$ cat src/rtl/owm_pkg.sv
`timescale 1ns / 1ps

package owm_pkg;

  localparam int COUNT_W = 10;
  localparam int CFG_IDX_W = 4;
  localparam int QUEUE_DEPTH = 2;
  localparam int QPTR_W = $clog2(QUEUE_DEPTH);
  localparam int QCNT_W = $clog2(QUEUE_DEPTH + 1);

  localparam logic [COUNT_W-1:0] READ_LOW_TIME = COUNT_W'(2);
  localparam logic [COUNT_W-1:0] BYTE_GAP_TIME = COUNT_W'(220);

  localparam logic [CFG_IDX_W-1:0] CFG_RESET_LOW    = CFG_IDX_W'(0);
  localparam logic [CFG_IDX_W-1:0] CFG_PRES_SAMPLE  = CFG_IDX_W'(1);
  localparam logic [CFG_IDX_W-1:0] CFG_RESET_TAIL   = CFG_IDX_W'(2);
  localparam logic [CFG_IDX_W-1:0] CFG_WR_ONE_LOW   = CFG_IDX_W'(3);
  localparam logic [CFG_IDX_W-1:0] CFG_WR_ZERO_LOW  = CFG_IDX_W'(4);
  localparam logic [CFG_IDX_W-1:0] CFG_WR_SLOT      = CFG_IDX_W'(5);
  localparam logic [CFG_IDX_W-1:0] CFG_RD_SAMPLE    = CFG_IDX_W'(6);
  localparam logic [CFG_IDX_W-1:0] CFG_RD_RECOVER   = CFG_IDX_W'(7);

  localparam logic [1:0] FUNC_NONE  = 2'd0;
  localparam logic [1:0] FUNC_RESET = 2'd1;
  localparam logic [1:0] FUNC_WRITE = 2'd2;
  localparam logic [1:0] FUNC_READ  = 2'd3;

  typedef enum logic [1:0] {
    CMD_NONE,
    CMD_RESET,
    CMD_WRITE,
    CMD_READ
  } cmd_t;

  typedef struct packed {
    logic [1:0] func;
    logic [7:0] data_byte;
    logic       line_level;
  } in_word_t;

  typedef struct packed {
    logic       drive_low;
    logic       busy_res;
    logic       done_res;
    logic       presence_level;
    logic [7:0] read_data;
  } out_word_t;

  typedef struct packed {
    cmd_t       cmd;
    logic [7:0] data_byte;
    logic       line_level;
  } tick_word_t;

  typedef struct packed {
    logic [COUNT_W-1:0] reset_low_time;
    logic [COUNT_W-1:0] presence_sample_time;
    logic [COUNT_W-1:0] reset_tail_time;
    logic [COUNT_W-1:0] write_one_low_time;
    logic [COUNT_W-1:0] write_zero_low_time;
    logic [COUNT_W-1:0] write_slot_time;
    logic [COUNT_W-1:0] read_sample_time;
    logic [COUNT_W-1:0] read_recover_time;
  } cfg_t;

  localparam cfg_t CFG_RESET_VALUE = '{
    reset_low_time:       COUNT_W'(500),
    presence_sample_time: COUNT_W'(75),
    reset_tail_time:      COUNT_W'(545),
    write_one_low_time:   COUNT_W'(10),
    write_zero_low_time:  COUNT_W'(120),
    write_slot_time:      COUNT_W'(140),
    read_sample_time:     COUNT_W'(14),
    read_recover_time:    COUNT_W'(230)
  };

endpackage

$ cat src/rtl/owm_front.sv
`timescale 1ns / 1ps

module owm_front (
  input  logic                clk,
  input  logic                rst,
  input  logic                in_valid,
  output logic                in_stall,
  input  owm_pkg::in_word_t   in_word,
  output logic                q_valid,
  output owm_pkg::tick_word_t q_word,
  input  logic                q_pop
);

  owm_pkg::tick_word_t entries [owm_pkg::QUEUE_DEPTH];
  logic [owm_pkg::QPTR_W-1:0] wr_ptr;
  logic [owm_pkg::QPTR_W-1:0] rd_ptr;
  logic [owm_pkg::QCNT_W-1:0] count;
  owm_pkg::tick_word_t        word_next;
  logic                       push;

  assign in_stall = (count == owm_pkg::QCNT_W'(owm_pkg::QUEUE_DEPTH));
  assign push     = in_valid && !in_stall;
  assign q_valid  = (count != '0);
  assign q_word   = entries[rd_ptr];

  always_comb begin
    unique case (in_word.func)
      owm_pkg::FUNC_RESET: word_next.cmd = owm_pkg::CMD_RESET;
      owm_pkg::FUNC_WRITE: word_next.cmd = owm_pkg::CMD_WRITE;
      owm_pkg::FUNC_READ:  word_next.cmd = owm_pkg::CMD_READ;
      default:             word_next.cmd = owm_pkg::CMD_NONE;
    endcase
    word_next.data_byte  = in_word.data_byte;
    word_next.line_level = in_word.line_level;
  end

  always_ff @(posedge clk) begin
    if (push) begin
      entries[wr_ptr] <= word_next;
    end
  end

  always_ff @(posedge clk) begin
    if (rst) begin
      wr_ptr <= '0;
      rd_ptr <= '0;
      count  <= '0;
    end else begin
      if (push) begin
        wr_ptr <= (wr_ptr == owm_pkg::QPTR_W'(owm_pkg::QUEUE_DEPTH - 1)) ? '0 : wr_ptr + 1'b1;
      end
      if (q_pop) begin
        rd_ptr <= (rd_ptr == owm_pkg::QPTR_W'(owm_pkg::QUEUE_DEPTH - 1)) ? '0 : rd_ptr + 1'b1;
      end
      count <= count + owm_pkg::QCNT_W'(push) - owm_pkg::QCNT_W'(q_pop);
    end
  end

endmodule

$ cat src/rtl/owm_back.sv
`timescale 1ns / 1ps

module owm_back (
  input  logic                clk,
  input  logic                rst,
  input  owm_pkg::cfg_t       cfg,
  input  logic                q_valid,
  input  owm_pkg::tick_word_t q_word,
  output logic                q_pop,
  output logic                out_valid,
  input  logic                out_stall,
  output owm_pkg::out_word_t  out_word
);

  typedef enum logic [2:0] {
    PH_IDLE,
    PH_RST_LOW,
    PH_RST_REL,
    PH_RST_TAIL,
    PH_WR_SLOT,
    PH_WR_GAP,
    PH_RD_SLOT,
    PH_RD_REC
  } phase_t;

  phase_t                      phase, phase_e, phase_next;
  logic [owm_pkg::COUNT_W-1:0] tick_count, tc_e, tick_count_next, tc_inc;
  logic [2:0]                  bit_index, bit_e, bit_index_next;
  logic [7:0]                  shift_byte, shift_e, shift_byte_next;
  logic                        presence_bit, presence_bit_next;
  logic [7:0]                  read_byte_reg, read_byte_reg_next;
  logic                        drive, busy, done;
  logic [owm_pkg::COUNT_W-1:0] wr_low;
  owm_pkg::out_word_t          res;

  function automatic logic last_tick(input logic [owm_pkg::COUNT_W-1:0] tc,
                                     input logic [owm_pkg::COUNT_W-1:0] dur);
    return ({1'b0, tc} + (owm_pkg::COUNT_W + 1)'(1)) >= {1'b0, dur};
  endfunction

  assign q_pop = q_valid && (!out_valid || !out_stall);

  always_comb begin
    phase_e = phase;
    tc_e    = tick_count;
    bit_e   = bit_index;
    shift_e = shift_byte;
    if (phase == PH_IDLE) begin
      bit_e = '0;
      unique case (q_word.cmd)
        owm_pkg::CMD_RESET: begin
          phase_e = PH_RST_LOW;
          tc_e    = '0;
        end
        owm_pkg::CMD_WRITE: begin
          shift_e = q_word.data_byte;
          phase_e = PH_WR_SLOT;
          tc_e    = '0;
        end
        owm_pkg::CMD_READ: begin
          shift_e = '0;
          phase_e = PH_RD_SLOT;
          tc_e    = '0;
        end
        default: ;
      endcase
    end
    busy   = (phase_e != PH_IDLE);
    tc_inc = tc_e + owm_pkg::COUNT_W'(1);
    wr_low = shift_e[0] ? cfg.write_one_low_time : cfg.write_zero_low_time;

    phase_next         = phase_e;
    tick_count_next    = tc_e;
    bit_index_next     = bit_e;
    shift_byte_next    = shift_e;
    presence_bit_next  = presence_bit;
    read_byte_reg_next = read_byte_reg;
    drive              = 1'b0;
    done               = 1'b0;

    unique case (phase_e)
      PH_RST_LOW: begin
        drive = 1'b1;
        if (last_tick(tc_e, cfg.reset_low_time)) begin
          phase_next      = PH_RST_REL;
          tick_count_next = '0;
        end else begin
          tick_count_next = tc_inc;
        end
      end
      PH_RST_REL: begin
        if (tc_e >= cfg.presence_sample_time) begin
          presence_bit_next = q_word.line_level;
          tick_count_next   = '0;
          if (cfg.reset_tail_time == '0) begin
            phase_next     = PH_IDLE;
            bit_index_next = '0;
            done           = 1'b1;
          end else begin
            phase_next = PH_RST_TAIL;
          end
        end else begin
          tick_count_next = tc_inc;
        end
      end
      PH_RST_TAIL: begin
        if (last_tick(tc_e, cfg.reset_tail_time)) begin
          phase_next      = PH_IDLE;
          tick_count_next = '0;
          bit_index_next  = '0;
          done            = 1'b1;
        end else begin
          tick_count_next = tc_inc;
        end
      end
      PH_WR_SLOT: begin
        drive = (tc_e < wr_low);
        if (last_tick(tc_e, cfg.write_slot_time)) begin
          shift_byte_next = {1'b0, shift_e[7:1]};
          tick_count_next = '0;
          if (bit_e == 3'd7) begin
            if (owm_pkg::BYTE_GAP_TIME == '0) begin
              phase_next     = PH_IDLE;
              bit_index_next = '0;
              done           = 1'b1;
            end else begin
              phase_next = PH_WR_GAP;
            end
          end else begin
            bit_index_next = bit_e + 3'd1;
            phase_next     = PH_WR_SLOT;
          end
        end else begin
          tick_count_next = tc_inc;
        end
      end
      PH_WR_GAP: begin
        if (last_tick(tc_e, owm_pkg::BYTE_GAP_TIME)) begin
          phase_next      = PH_IDLE;
          tick_count_next = '0;
          bit_index_next  = '0;
          done            = 1'b1;
        end else begin
          tick_count_next = tc_inc;
        end
      end
      PH_RD_SLOT: begin
        drive = (tc_e < owm_pkg::READ_LOW_TIME) && (tc_e < cfg.read_sample_time);
        if (tc_e >= cfg.read_sample_time) begin
          shift_byte_next = shift_e | (8'({7'b0, q_word.line_level}) << bit_e);
          tick_count_next = '0;
          if (cfg.read_recover_time == '0) begin
            if (bit_e == 3'd7) begin
              read_byte_reg_next = shift_byte_next;
              phase_next         = PH_IDLE;
              bit_index_next     = '0;
              done               = 1'b1;
            end else begin
              bit_index_next = bit_e + 3'd1;
              phase_next     = PH_RD_SLOT;
            end
          end else begin
            phase_next = PH_RD_REC;
          end
        end else begin
          tick_count_next = tc_inc;
        end
      end
      PH_RD_REC: begin
        if (last_tick(tc_e, cfg.read_recover_time)) begin
          tick_count_next = '0;
          if (bit_e == 3'd7) begin
            read_byte_reg_next = shift_e;
            phase_next         = PH_IDLE;
            bit_index_next     = '0;
            done               = 1'b1;
          end else begin
            bit_index_next = bit_e + 3'd1;
            phase_next     = PH_RD_SLOT;
          end
        end else begin
          tick_count_next = tc_inc;
        end
      end
      default: ;
    endcase

    res.drive_low      = drive;
    res.busy_res       = busy;
    res.done_res       = done;
    res.presence_level = presence_bit_next;
    res.read_data      = read_byte_reg_next;
  end

  always_ff @(posedge clk) begin
    if (rst) begin
      phase         <= PH_IDLE;
      tick_count    <= '0;
      bit_index     <= '0;
      shift_byte    <= '0;
      presence_bit  <= 1'b1;
      read_byte_reg <= '0;
      out_valid     <= 1'b0;
    end else begin
      if (q_pop) begin
        phase         <= phase_next;
        tick_count    <= tick_count_next;
        bit_index     <= bit_index_next;
        shift_byte    <= shift_byte_next;
        presence_bit  <= presence_bit_next;
        read_byte_reg <= read_byte_reg_next;
        out_word      <= res;
        out_valid     <= 1'b1;
      end else if (!out_stall) begin
        out_valid <= 1'b0;
      end
    end
  end

endmodule

$ cat src/rtl/one_wire_master_byte_engine_core.sv
`timescale 1ns / 1ps
// 1-Wire bus master byte engine, stepped by one input word per microsecond tick.
// Input channel (in_valid/in_stall/in_word): func selects none, reset with
// presence detect, write byte or read byte (LSB first); line_level is the sampled
// bus level. A command is taken only when the engine is idle, else ignored.
// Output channel (out_valid/out_stall/out_word): one word per input word, with
// drive_low (open-drain pull-down), busy, a done pulse, the presence level of
// the last reset and the byte of the last completed read.
// Config channel (cfg_valid/cfg_ready/cfg_index/cfg_data) sets the eight slot
// timing registers; cfg_ready is always high, writes belong in idle periods.
// An accepted word is held in the queue, then popped into the output register.
// Throughput: one word per cycle; the two-entry queue between the classifier
// and the timing sequencer holds words while out_stall is high, and in_stall
// rises once both entries are full.
// Reset clears the queue, the output valid flag and the sequencer (idle, presence
// level 1, read byte 0) and loads the default slot timings.

module one_wire_master_byte_engine_core (
  input  logic                              clk,
  input  logic                              rst,
  input  logic                              in_valid,
  output logic                              in_stall,
  input  owm_pkg::in_word_t                 in_word,
  output logic                              out_valid,
  input  logic                              out_stall,
  output owm_pkg::out_word_t                out_word,
  input  logic                              cfg_valid,
  output logic                              cfg_ready,
  input  logic [owm_pkg::CFG_IDX_W-1:0]     cfg_index,
  input  logic [owm_pkg::COUNT_W-1:0]       cfg_data
);

  owm_pkg::cfg_t       cfg;
  logic                q_valid;
  owm_pkg::tick_word_t q_word;
  logic                q_pop;

  assign cfg_ready = 1'b1;

  always_ff @(posedge clk) begin
    if (rst) begin
      cfg <= owm_pkg::CFG_RESET_VALUE;
    end else if (cfg_valid && cfg_ready) begin
      unique case (cfg_index)
        owm_pkg::CFG_RESET_LOW:   cfg.reset_low_time       <= cfg_data;
        owm_pkg::CFG_PRES_SAMPLE: cfg.presence_sample_time <= cfg_data;
        owm_pkg::CFG_RESET_TAIL:  cfg.reset_tail_time      <= cfg_data;
        owm_pkg::CFG_WR_ONE_LOW:  cfg.write_one_low_time   <= cfg_data;
        owm_pkg::CFG_WR_ZERO_LOW: cfg.write_zero_low_time  <= cfg_data;
        owm_pkg::CFG_WR_SLOT:     cfg.write_slot_time      <= cfg_data;
        owm_pkg::CFG_RD_SAMPLE:   cfg.read_sample_time     <= cfg_data;
        owm_pkg::CFG_RD_RECOVER:  cfg.read_recover_time    <= cfg_data;
        default: ;
      endcase
    end
  end

  owm_front u_front (
    .clk      (clk),
    .rst      (rst),
    .in_valid (in_valid),
    .in_stall (in_stall),
    .in_word  (in_word),
    .q_valid  (q_valid),
    .q_word   (q_word),
    .q_pop    (q_pop)
  );

  owm_back u_back (
    .clk       (clk),
    .rst       (rst),
    .cfg       (cfg),
    .q_valid   (q_valid),
    .q_word    (q_word),
    .q_pop     (q_pop),
    .out_valid (out_valid),
    .out_stall (out_stall),
    .out_word  (out_word)
  );

  a_done_busy: assert property (@(posedge clk) disable iff (rst)
    out_valid && out_word.done_res |-> out_word.busy_res)
    else $error("done without busy");

  a_drive_busy: assert property (@(posedge clk) disable iff (rst)
    out_valid && out_word.drive_low |-> out_word.busy_res)
    else $error("bus driven while idle");

  a_done_single: assert property (@(posedge clk) disable iff (rst)
    out_valid && out_word.done_res && !out_stall |=> !(out_valid && out_word.done_res))
    else $error("done on consecutive words");

  a_pop_room: assert property (@(posedge clk) disable iff (rst)
    q_pop |-> q_valid && !(out_valid && out_stall))
    else $error("queue popped without room");

endmodule
$ cat config.mk
export PLATFORM = sky130hd
export DESIGN_NAME = one_wire_master_byte_engine_core
export DESIGN_NICKNAME = d
export VERILOG_FILES = /design/src/rtl/owm_pkg.sv /design/src/rtl/owm_front.sv /design/src/rtl/owm_back.sv /design/src/rtl/one_wire_master_byte_engine_core.sv
export SDC_FILE = /design/constraint.sdc
export NUM_CORES = 1
export LEC_CHECK = 0
export ABC_AREA = 0
export BUFFER_PORTS_ARGS = -buffer_cell sky130_fd_sc_hd__buf_2
export CAP_MARGIN = 20
export CORE_ASPECT_RATIO = 1.75
export CORE_MARGIN = 2
export CORE_UTILIZATION = 61
export CTS_CLUSTER_SIZE = 8
export DETAILED_ROUTE_END_ITERATION = 6
export GPL_TIMING_DRIVEN = 0
export PLACE_DENSITY = 0.85
export SLEW_MARGIN = 0
export SYNTH_ARGS = -nofsm -noshare
export SYNTH_HDL_FRONTEND = slang
export SYNTH_SLANG_ARGS = --single-unit
export TNS_END_PERCENT = 1
$ cat constraint.sdc
create_clock -name clk -period 8.18 [get_ports clk]
set_clock_uncertainty 0.1 [all_clocks]
set_input_delay 0.409 -clock clk [delete_from_list [all_inputs] [get_ports clk]]
set_output_delay 0.409 -clock clk [all_outputs]
set_load 0.01 [all_outputs]
==> flow_summary_export.csv <==
group,metric,value,unit
layout,multi_input_area,0.00469,mm2
floorplanning,die_h,162,um
logic_synthesis,yosysWarnings,0,
cts,cts_sinks,153,
layout,nets,1134,
setup_path,worstSetupStartpointType,"register",
setup_path,cp_max_fo,10,
floorplanning,io_pins,45,
logic_synthesis,synth.most_common_cell,"dfxtp_1",
global_route,top_usage_layer,"met2",
floorplanning,core,0.0139,mm2
cts,ctsRootBufferMaster,"clkbuf_16",
pwr,ir_worst_vdd,0.000179,V
route,wl,25300,um
layout,regArea,0.00340,mm2
logic_synthesis,yosysSeqAreaShare,39.4,%
cts,htreeDepth,4,
logic_synthesis,synthCells,986,
worst_hold_path,hold_class,"input port to register",
timing,worstMarginPinSlew,1.01,ns
timing,max_freq,157,MHz
cts,cts_hold_buf,0,
cts,cts_tree,"built",
layout,fill_cells,1069,
logic_synthesis,mappedNetlistArea,0.00865,mm2
timing,setup_violations,0,
route,drc,3,
setup_path,reg2reg_to,"u_back.shift_byte[0]",
setup_path,critPathCaptureType,"register",
timing,fin_crit_sh,77.7,%
worst_hold_path,min-delay-start,"in_word[2]",
route,antenna_left,0,
worst_hold_path,holdPathStages,1,
worst_hold_path,min_to,"u_front.entries[1][2]",
logic_synthesis,yosysTopAreaCellShare,27.6,%
pwr,p_switching,970,uW
pwr,powerDensity,267,mW/mm2
layout,post-route-util,69.4,%
pwr,swShare,37.6,%
floorplanning,die_area,0.0152,mm2
timing,max_slew_margin,31.9,%
global_route,grt_usage,34.8,%
placed_design,hpwlAfterDp,18500,um
route,routedWlPerCell,20.6,um
route,viasPerCell,6.31,
cts,cts_buffer_depth,2,
timing,slew_viol_final,0,
logic_synthesis,synthTopCellsByCount,"dfxtp_1, nor2_1, nand2_1, inv_1, ha_1",
global_route,grt_pass1_wl,40000,um
floorplanning,start_util,62.2,%
route,vias,7750,
placed_design,place.gp.congestion,0.978,
layout,antenna_cells,0,
layout,layout-drive-gt1-share,9.71,%
timing,finalSetupTns,0,ns
job,drv_cap,0,
layout,largest_register,"cfg",
floorplanning,rows,57,
setup_path,r2r_setup_slack,1.83,ns
setup_path,worstRegToRegCells,19,
global_route,grt_max_degree,17,
layout,largest_reg_flops,80,
timing,period_needed,6.35,ns
floorplanning,die_x,94,um
route,drt_iter0_drc,489,
setup_path,critical_path_required,8.37,ns
logic_synthesis,synth-edff-count,34,
cts,insertion_delay,0.44,ns
pwr,clkPwrFrac,31.8,%
cts,cts_setup_buffers,0,
pwr,seqPwrFrac,35.0,%
logic_synthesis,async_flop_share,0,%
pwr,combPwrFrac,33.1,%
global_route,met2_usage,61.2,%
logic_synthesis,syn-num-nets,1082,
cts,cts_resized,0,
layout,syn2layout_area_growth,11.5,%
global_route,antenna_found_initial,0,
layout,reg_top3,"cfg (80), u_front.entries (22), u_back.out_word (12)",
logic_synthesis,synth-main-ff-cell,"dfxtp_1",
logic_synthesis,ys_types,70,
timing,rsz0062_at_grt,"no",
run_status,status,"complete, but fails checks",
setup_path,reg2reg_from,"u_front.entries[0][9]",
logic_synthesis,synth.avg_cell_area,8.77,um2
setup_path,arrival,6.54,ns
global_route,gr-usage-met3,6.53,%
pwr,power.internal,1610,uW
run_status,violations,"design-rule violations",
global_route,grt.met1_usage,34.9,%
setup_path,worstSetupPathType,"register to register",
logic_synthesis,yosysTopAreaCell,"dfxtp_1",
timing,finalHoldViolCount,0,
logic_synthesis,synth.area.top_cells,"dfxtp_1, edfxtp_1, ha_1, mux2i_1, nor2_1",
route,dr.pass1.iters,7,
logic_synthesis,ys_seq_elements,153,
cts,clk_pin_slew,0.07,ns
cts,numCtsBuffers,17,
global_route,overflow,0,
global_route,grt_pass1_vias,7771,
placed_design,portBuffers,32,
pwr,total_leakage_power,0.00414,uW
placed cells by master, fill, tap and decap left out, types with 10 or more instances in the layout:
master and n:
a22o_1 10, nand2b_1 12, nand3b_1 13, mux2i_1 59, clkbuf_1 43, a21oi_1 58, a211o_1 23, nand2_1 92
nor3_1 29, and2_1 11, ha_1 66, o21ai_0 28, nand3_1 19, o21a_1 10, inv_1 84, clkbuf_16 17
dfxtp_1 119, nand4_1 13, nor2_1 117, buf_2 36, edfxtp_1 34
layout make-up:
cell class / instances / share of cell area (%)
Buffer: 55 / 2.50
Clock buffer: 17 / 4.41
Clock inverter: 15 / 1.91
Inverter: 83 / 3.23
Multi-Input combinational cell: 695 / 48.6
Sequential cell: 153 / 35.3
Tap cell: 177 / 2.30
Timing Repair Buffer: 33 / 1.74
cell families after synthesis:
family                     share of synthesized area (%)
adders and majority gates                           10.2
muxes                                               8.00
xor gates and xnor gates                            1.01
buffers and inverters                               6.40
other                                             0.0434
DFF                                                 39.4
and+or+nand+nor                                     19.6
AOI/OAI and AO/OA                                   15.4
worst max-delay path by stage:
| stage | cells past startpoint | end | startpoint | slack (ns) |
|---|---|---|---|---|
| floorplan | 19 | u_back.tick_count[1] | u_front.entries[0][9] | 3.56 |
| global placement | 19 | u_back.shift_byte[0] | u_front.entries[0][9] | 2.20 |
| detailed placement | 19 | u_back.shift_byte[0] | u_front.entries[0][9] | 2.12 |
| CTS | 19 | u_back.shift_byte[0] | u_front.entries[0][9] | 2.08 |
| global route | 19 | u_back.shift_byte[0] | u_front.entries[0][9] | 1.69 |
| finish | 19 | u_back.shift_byte[0] | u_front.entries[0][9] | 1.83 |
routing by layer:
| layer | vias up | share of wire, % |
|---|---|---|
| met1 | 3645 | 34 |
| met4 | 0 | 8.7 |
| li1 | 3569 | - |
| met2 | 389 | 52 |
| met5 | - | 0 |
| met3 | 147 | 5.9 |
stage by stage:
stage | instances | hold slack (ns) | setup WS, ns | instance area, um2 | power, uW
2_1_floorplan | 986 | 0.332 | 3.56 | 8650 | 1480
3_3_place_gp | 1195 | 0.342 | 2.20 | 9030 | 1710
3_5_place_dp | 1195 | 0.347 | 2.12 | 9030 | 1730
4_1_cts | 1227 | 0.0569 | 2.08 | 9640 | 2540
5_1_grt | 1228 | 0.0598 | 1.69 | 9650 | 2680
6_report | 1228 | 0.0548 | 1.83 | 9650 | 2580
worst max-delay path: stages (launching register included):
cell and delay, ns:
edfxtp_1 0.41, nor3_1 0.82, or3_4 0.33, clkbuf_1 0.28, and2_1 0.38, ha_1 0.40
inv_1 0.11, or3_1 0.37, a21oi_2 0.39, ha_1 0.33, a21o_1 0.16, a221oi_1 0.32
o21a_1 0.21, maj3_1 0.21, o21a_1 0.17, nand2b_1 0.27, buf_2 0.33, mux2i_1 0.12
a311oi_1 0.39, nor3_1 0.10
power by group through the flow:
stage / Combinational, uW / Clock [uW] / Sequential (uW)
after floorplan: 560 / 0 / 918
after global placement: 799 / 0 / 916
after detailed placement: 814 / 0 / 919
after CTS: 823 / 815 / 902
after global routing: 916 / 849 / 912
final: 853 / 820 / 903
No activity file was read; power rests on OpenSTA's default activity.
